<file path="src/design/itpq_pkg.sv">
package itpq_pkg;

   // Fixed widths of the channel fields.
   localparam int OP_BITS      = 2;
   localparam int TASK_BITS    = 8;
   localparam int USER_ID_BITS = 16;
   localparam int PRIO_IN_BITS = 16;
   localparam int STATUS_BITS  = 2;

   // Defaults for the top level parameters.
   localparam int TASK_ID_COUNT_DEF = 256;
   localparam int USER_BITS_DEF     = 16;
   localparam int PRIORITY_BITS_DEF = 16;

   typedef logic [OP_BITS-1:0]     op_type;
   typedef logic [STATUS_BITS-1:0] status_type;

   localparam op_type OP_ADD  = 2'd0;
   localparam op_type OP_EDIT = 2'd1;
   localparam op_type OP_REM  = 2'd2;
   localparam op_type OP_EXEC = 2'd3;

   localparam status_type ST_OK       = 2'd0;
   localparam status_type ST_ABSENT   = 2'd1;
   localparam status_type ST_EMPTY    = 2'd2;
   localparam status_type ST_REPLACED = 2'd3;

   // Control from the sequencer to the best-entry tracker.
   typedef struct packed {
      logic clear;
      logic sample;
   } best_ctrl_type;

endpackage

</file>
<file path="src/design/itpq_best.sv">
module itpq_best
   import itpq_pkg::*;
#(
   parameter int ID_BITS       = 8,
   parameter int USER_BITS     = 16,
   parameter int PRIORITY_BITS = 16
) (
   input  logic                     clock,
   input  logic                     reset,
   input  best_ctrl_type            ctrl,
   input  logic [ID_BITS-1:0]       entry_id,
   input  logic                     entry_valid,
   input  logic [USER_BITS-1:0]     entry_user,
   input  logic [PRIORITY_BITS-1:0] entry_prio,
   output logic                     best_found,
   output logic [ID_BITS-1:0]       best_id,
   output logic [USER_BITS-1:0]     best_user,
   output logic [PRIORITY_BITS-1:0] best_prio
);

   logic                     found_ff;
   logic [ID_BITS-1:0]       id_ff;
   logic [USER_BITS-1:0]     user_ff;
   logic [PRIORITY_BITS-1:0] prio_ff;
   logic                     take;

   // Entries arrive in ascending id order, so >= keeps the highest id on a tie.
   assign take = ctrl.sample && entry_valid && (!found_ff || entry_prio >= prio_ff);

   always_ff @(posedge clock) begin
      if (reset || ctrl.clear) begin
         found_ff <= 1'b0;
      end else if (take) begin
         found_ff <= 1'b1;
      end
   end

   always_ff @(posedge clock) begin
      if (take) begin
         id_ff   <= entry_id;
         user_ff <= entry_user;
         prio_ff <= entry_prio;
      end
   end

   assign best_found = found_ff;
   assign best_id    = id_ff;
   assign best_user  = user_ff;
   assign best_prio  = prio_ff;

endmodule

</file>
<file path="config.mk">
export PLATFORM = sky130hd
export DESIGN_NAME = itpq_best
export DESIGN_NICKNAME = d
export VERILOG_FILES = /design/src/design/itpq_pkg.sv /design/src/design/itpq_best.sv
export SDC_FILE = /design/constraint.sdc
export NUM_CORES = 1
export LEC_CHECK = 0
export ABC_AREA = 1
export BUFFER_PORTS_ARGS = -buffer_cell sky130_fd_sc_hd__buf_2
export CORE_MARGIN = 4
export CORE_UTILIZATION = 48
export CTS_CLUSTER_SIZE = 24
export DETAILED_ROUTE_END_ITERATION = 16
export GPL_ROUTABILITY_DRIVEN = 0
export PLACE_DENSITY = 0.95
export SLEW_MARGIN = 30
export SYNTH_ARGS = -nofsm -noshare
export SYNTH_HDL_FRONTEND = slang
export SYNTH_SLANG_ARGS = --single-unit
</file>
<file path="constraint.sdc">
create_clock -name clock -period 5.4 [get_ports clock]
set_clock_uncertainty 0.2 [all_clocks]
set_input_delay 0.27 -clock clock [delete_from_list [all_inputs] [get_ports clock]]
set_output_delay 0.27 -clock clock [all_outputs]
set_load 0.05 [all_outputs]
</file>
[After elaboration in Yosys (flattened, before gate mapping)]
Index checks and enable logic that the tools add are counted.
Operators by class
  $lt $le $gt $ge: 1
  reductions and logical operators: 5
Operators with widths (number)
  greater-or-equal comparator 16 bit: 1
  logical AND 1 bit: 2
  logical OR 1 bit: 2
  logical NOT 1 bit: 1
Word-level totals
  register bits: 41
  bits of input ports: 45
  output and inout bits: 41

[Longest topological paths before layout]
Gate-level depths: netlist (run 1).
  depth in word-level cells: 3
  mapped depth: 11

[Least setup slack after synthesis (run 1)]
OpenSTA, ideal clock, no wires.
  path type: reg2reg
  start point: register prio_ff[3] (netlist: best_prio[3])
  end point: register id_ff[0] (netlist: best_id[0]), enable pin
  setup time: 0.411 ns
  arrival: 2.572 ns
  slack: 2.217 ns
  cell stages (with the launch flop): 11
  buffers on the path: 0
  period minus slack after synthesis: 3.183 ns
  path through: edfxtp_1 -> inv_1 -> ha_1 -> nand2_1 -> nor2_1 -> nor2_1 -> nand2_1 -> nand2_1 -> nand2_1 -> nand2_1 -> a21oi_2
On the way
  cells in the longest elaborated chain, start to end: 3
Ends and longest elaborated chain
  from (decl): line itpq_best.sv:24  | logic [PRIORITY_BITS-1:0] prio_ff;
  from (signal assigned): line itpq_best.sv:42  | prio_ff <= entry_prio;
  greater-or-equal comparator 16 bit: line itpq_best.sv:28  | assign take = ctrl.sample && entry_valid && (!found_ff || entry_prio >= prio_ff);
  logical OR 1 bit: line itpq_best.sv:28
  logical AND 1 bit: line itpq_best.sv:28
  named net take: line itpq_best.sv:25  | logic take;
  to (signal assigned): line itpq_best.sv:40  | id_ff <= entry_id;
  to (decl): line itpq_best.sv:22  | logic [ID_BITS-1:0] id_ff;
The timed path passes the listed nets, and every way through them passes these cells.
A chain may end at the register's enable or synchronous reset.

[Worst setup path after layout (run 1)]
  start point: input port entry_prio[3]
  end point: register prio_ff[8] (netlist: best_prio[8]), enable pin
On the way
  cells in the longest elaborated chain, start to end: 3
Ends and longest elaborated chain
  from (decl): line itpq_best.sv:14  | input logic [PRIORITY_BITS-1:0] entry_prio,
  greater-or-equal comparator 16 bit: line itpq_best.sv:28
  logical OR 1 bit: line itpq_best.sv:28
  logical AND 1 bit: line itpq_best.sv:28
  named net take: line itpq_best.sv:25
The timed path passes the listed nets, and every way through them passes these cells.

==> metrics.txt, run 1 <==
status=finished, final reports clean; endpoint class of the critical path=flip-flop; core area=~3400 um2; residual DRC count=0; initial core utilization=0.499; Hold Crit Class=input port to flip-flop; drt via density=4.69; Least-Margin Pin Slew=0.462 ns; final wirelength=4680 um; die area=~4500 um2; number of buffers added for setup after CTS=0; total global-route track usage=0.226; # port buffers=85; placed insts=249; first-pass GRT wire length=7090 um; layout cells sized above 1=0.372; Filler Cells Inserted=around 200; Worst-Skew Late Latency=around 0.35 ns; dominant cells by area after synthesis=edfxtp_1, ha_1, inv_1, nand2_1, a21oi_1; CTS Root Cell=clkbuf_4; row count=21; Cells after Synth=roughly 120; largest net degree at the start of global routing=39; Rel. slew slack=0.692; Final Hold Fails=0; number of global-route vias before repair=1449; total gr overflow=0; Antenna diodes=0; CTS max path bufs=2; Static Leak=0.00126 uW; initial antenna violation count=0; Synth top area share=0.715; H-tree levels=2; # resized after CTS=0; crit share post-route=0.462; Slew Limit Fails=0; Inserted Clock Buffers=5; Die Height=67.1 um; Die X=67.1 um; top fanout value on the critical path=38; kind of critical path=input port to flip-flop; vias=1402; CTS Sinks=41; Fmax=401 MHz; setup TNS=0 ns; RSZ-0062 raised after global routing=no; Initial DRT Pass Iterations=4; Syn-to-layout area delta=59.4%; io pins=86; Netlist Area Pre-Place=1680 um2; clock-pin slew on the worst setup and hold paths=0.12 ns; hpwl dp=2890 um; ANT nets after route=0; synthesized flop and latch total=41; Max-Cap Viols=0; Syn Nets=around 180; WP data required=approximately 5.2 ns; CP arrival=between 2 and 2.5 ns; leading area contributor after synthesis=edfxtp_1; synth unique cells=15; # hold bufs at CTS=42; startpoint type of the worst setup path=input port; YS warnings=0; Avg Inst Size Synth=14.4 um2; # setup viols final=0; pwr/cell area=263 nW/um2; Max VDD drop=0.153 mV; wire length per cell=15.6 um; Seq/Total Area, Yosys=0.727; DRT iter0 DRCs=83; TritonCTS clock tree=built; Nets=313; Cell Count, Final, Fillers Out=299; Final min period=2.49 ns
cells in the final DEF, fill, tap and decap left out, drive strengths merged:
cell         netlist  layout
nand4              1       1
o21bai             1       1
o21a               1       1
a211o              1       1
nor2               4       4
a21oi              6       6
clkbuf             0       5
buf                0      86
bufinv             0       1
o21ai              1       1
clkinv             0       1
inv               23      23
nand2             20      20
edfxtp            40      40
nor3               1       1
dlygate4sd3        0      42
clkinvlp           0       1
dfxtp              1       1
nor3b              1       1
ha                16      16
path summary, 6_finish.rpt:
| path | from | end | slack (ns) | depth (start not counted) |
|---|---|---|---|---|
| hold / removal | entry_valid | best_prio[14] | 0.15 | 3 |
| setup reg to reg | best_prio[3] | best_prio[8] | 3.05 | 11 |
| hold reg to reg | best_found | best_prio[14] | 0.69 | 5 |
| setup / recovery | entry_prio[3] | best_prio[8] | 2.91 | 12 |
registers in the layout (all words and copies together), names as in the netlist:
| name | flops |
|---|---|
| best_prio | 16 |
| best_found | 1 |
| best_user | 16 |
| best_id | 8 |
report_power, final:
| part | leakage [uW] | internal [uW] | switching [uW] |
|---|---|---|---|
| Combinational | 0.000835 | 51.4 | 83.7 |
| Clock | 0.0000389 | 95.8 | 103 |
| Sequential | 0.000383 | 366 | 5.14 |
| Total | 0.00126 | 513 | 192 |
cells in the mapped netlist:
library cell and count:
a21oi_1 5, ha_1 16, nor2_1 4, nand2_1 20, o21a_1 1, o21bai_1 1, nor3b_1 1, nor3_1 1
edfxtp_1 40, o21ai_0 1, dfxtp_1 1, nand4_1 1, a21oi_2 1, inv_1 23, a211o_1 1
final cells by class:
class	count	area (um2)	share of cell area
sequential	41	1220	0.456
timing repair buffer	128	853	0.319
multi-input combinational	53	379	0.142
inverter	23	86.3	0.0323
tap	46	57.6	0.0215
clock inverter	3	41.3	0.0154
clock buffer	5	37.5	0.0140
critical path: stages:
cell	delay, ns
dlygate4sd3_1	0.53
buf_2	0.13
ha_1	0.29
nand2_1	0.07
nor2_1	0.10
nor2_1	0.05
nand2_1	0.05
nand2_1	0.04
nand2_1	0.07
nand2_1	0.10
a21oi_4	0.17
buf_4	0.44
per-layer routing:
layer | track usage | up-vias | wire, um
met3 | 0.0566 | 17 | 367
met2 | 0.454 | 71 | 2610
met4 | 0.0937 | 0 | 138
met1 | 0.211 | 642 | 1560
met5 | 0 | - | 0
li1 | - | 672 | -
logic make-up (layout without fill, tap and decap cells):
group           after synthesis  count (layout)  share of synthesized area
buf+inv                      23             159                     0.0514
flops                        41              41                      0.727
simple gates                 27              27                     0.0648
fa+ha+maj                    16              16                      0.119
compound gates               10              10                     0.0373
per-stage QoR:
step / total power (uW) / instance area, um2 / util / setup WS (ns) / hold WS (ns)
final: 705 / 2680 / 0.796 / 2.91 / 0.150
after global routing: 737 / 2680 / 0.796 / 2.72 / 0.146
after CTS: 705 / 2680 / 0.796 / 2.91 / 0.138
after detailed placement: 486 / 2180 / 0.647 / 3.07 / 0.248
after global placement: 482 / 2180 / 0.647 / 3.12 / 0.247
after floorplan: 449 / 1680 / - / 2.22 / 0.169
Note: power is estimated with default switching activity, not from simulation.
==> inputs of run 2 (changes only) <==
Settings changed: CORE_UTILIZATION 48 to 44, PLACE_DENSITY 0.95 to 0.89.
Clock period 5.4 ns to 2.5 ns, I/O delays scaled along.
==> run 2 against run 1 <==
Wire length fell by 5.4%. Register-to-register slack got worse by 2.6 ns. Global-route usage fell by 3.3 points. Critical path depth fell by 4. First-iteration DRC count rose by 11%. Non-clock buffer count rose by 1. Count of clock-buffer cells in the layout did not move. Final cell count rose by 0.67%. Clock power rose by 150%. Cell area rose by 1.9%. Via count fell by 3.7%. Worst hold slack improved by 0.11 ns. Critical path type unchanged. Largest power group unchanged. Highest routed layer unchanged.
==> metrics.txt, run 2 (synthesized netlist as in run 1, its figures left out) <==
final wirelength=4430 um (was 4680 um); Die Height=69.8 um (was 67.1 um); Syn-to-layout area delta=62.4% (was 59.4%); Die X=69.8 um (was 67.1 um); hold_ws=0.264 ns (was 0.150 ns); Slew Limit Fails=0 (unchanged); wire length per cell=14.7 um (was 15.6 um); top fanout value on the critical path=11 (was 38); CTS Sinks=41 (unchanged); final std cell area, no fill=2730 um2 (was 2680 um2); Worst path top cell family by delay=buffers and inverters (unchanged); commonest non-fill, non-tap cell in the layout=buf_2 (unchanged); Inserted Clock Buffers=5 (unchanged); WP buf/inv=3 (unchanged); kind of critical path=input port to flip-flop (unchanged); die area=4870 um2 (was 4510 um2); Final Hold Fails=0 (unchanged); Max VDD drop=0.259 mV (was 0.153 mV); CP arrival=1.95 ns (was 2.31 ns); largest net degree at the start of global routing=30 (was 39); pre-CTS setup slack=0.479 ns (was 3.07 ns); layout cells sized above 1=0.379 (was 0.372); first-pass GRT wire length=7180 um (was 7090 um); total gr overflow=0 (unchanged); number of global-route vias before repair=1434 (was 1449); total global-route track usage=0.194 (was 0.226); ANT nets after route=0 (unchanged); most frequent cells in the layout=buf_2, dlygate4sd3_1, edfxtp_1 (unchanged); Final min period=between 2 and 2.5 ns; drt via density=4.49 (was 4.69); initial antenna violation count=0 (unchanged); worst path cell trace=dlygate4sd3_1, buf_2, ha_1, nand2_1, nor3_1, nand2_2, a21oi_4, buf_4 (was dlygate4sd3_1, buf_2, ha_1, nand2_1, nor2_1, nor2_1, nand2_1, nand2_1, nand2_1, nand2_1, a21oi_4, buf_4); CTS max path bufs=2 (unchanged); Nets=314 (was 313); TritonCTS clock tree=built (unchanged); Multi-input gate area=382 um2 (was 379 um2); endpoint class of the critical path=flip-flop (unchanged); pwr/cell area=584 nW/um2 (was 263 nW/um2); crit share post-route=0.867; CTS Root Cell=clkbuf_8 (was clkbuf_4); core area=3660 um2 (was 3360 um2); startpoint type of the worst setup path=input port (unchanged); Fmax=461 MHz; # setup viols final=0 (unchanged); row count=22 (was 21); Antenna diodes=0 (unchanged); Least-Margin Pin Slew=0.269 ns (was 0.462 ns); Setup WS post-layout=0.333 ns (was 2.91 ns); WP data required=2.29 ns (was 5.21 ns); Filler Cells Inserted=233 (was 195); Hold Crit Class=input port to flip-flop (unchanged); Slowest cell on crit path=dlygate4sd3_1 (unchanged); # port buffers=85 (unchanged); Rel. slew slack=0.822 (was 0.692); DRT iter0 DRCs=92 (was 83); Initial DRT Pass Iterations=4 (unchanged); status=finished, final reports clean (unchanged); Max-Cap Viols=0 (unchanged); hpwl dp=2670 um (was 2890 um); CP max stage delay=0.55 ns (was 0.53 ns); initial core utilization=0.459 (was 0.499); vias=1350 (was 1402); clock-pin slew on the worst setup and hold paths=0.07 ns (was 0.12 ns); Static Leak=0.00128 uW (was 0.00126 uW); residual DRC count=0 (unchanged); H-tree levels=2 (unchanged); sequential cell area=1220 um2 (unchanged); Worst-Skew Late Latency=0.28 ns (was 0.35 ns); io pins=86 (unchanged); RSZ-0062 raised after global routing=no (unchanged); Placed Area=2200 um2 (was 2180 um2)
run 2: cell count changes in the layout (fill, tap and decap cells not counted):
cell	before	now
buf_12	0	1
clkinvlp_4	1	0
nand2_2	0	1
clkinv_2	0	1
clkinv_1	1	0
clkbuf_4	5	0
clkbuf_8	0	5
nand2_1	20	19
run 2: area by class of cell:
| class | count | area share |
|---|---|---|
| Sequential cell | 41 | 0.448 |
| Clock buffer | 5 | 0.0252 |
| Inverter | 23 | 0.0317 |
| Multi-Input combinational cell | 53 | 0.140 |
| Clock inverter | 2 | 0.0128 |
| Tap cell | 48 | 0.0220 |
| Timing Repair Buffer | 129 | 0.320 |
run 2: repair_timing:
action | in CTS | in global routing
gates resized for setup | 0 | 0
endpoints found under the hold margin | 41 | 0
hold buffers | 42 | 0
setup buffers | 0 | 0
run 2: metrics by stage:
| stage | setup TNS, ns | total power, uW | std cells | utilization |
|---|---|---|---|---|
| 4_1_cts | 0 | 1600 | 301 | 0.745 |
| 6_report | 0 | 1590 | 301 | 0.745 |
| 3_5_place_dp | 0 | 1050 | 252 | 0.602 |
| 5_1_grt | 0 | 1660 | 301 | 0.745 |
| 3_3_place_gp | 0 | 1050 | 252 | 0.602 |
| 2_1_floorplan | -8.41 | 970 | 117 | - |
run 2: metal layers:
metal,GRT usage,up-vias,wire length (um)
li1,-,670,-
met1,0.191,619,1610
met2,0.384,56,2460
met3,0.0435,5,291
met4,0.0702,0,61
met5,0,-,0
run 2: worst reg2reg max path: stages, from the launching register on:
cell and delay [ns]:
edfxtp_1 0.36, inv_1 0.06, ha_1 0.29, nand2_1 0.08, nor2_1 0.09, nor2_1 0.04, nand2_1 0.06, nand2_1 0.05
nand2_1 0.06, nand2_2 0.06, a21oi_4 0.19, buf_4 0.22
run 2: where the power goes:
part | total, uW | leakage [uW] | switching [uW] | internal, uW
Clock | 497 | 0.0000540 | 207 | 290
Combinational | 294 | 0.000845 | 180 | 114
Sequential | 801 | 0.000383 | 10.7 | 790
Total | 1590 | 0.00128 | 398 | 1190
run 2: final timing paths:
check,from,depth (start not counted),slack (ns),to
worst max register to register,best_prio[3],11,0.44,best_user[4]
worst max-delay path,entry_prio[15],8,0.33,best_user[4]
worst min register to register,best_found,6,0.85,best_prio[4]
worst min-delay path,entry_valid,4,0.26,best_prio[4]
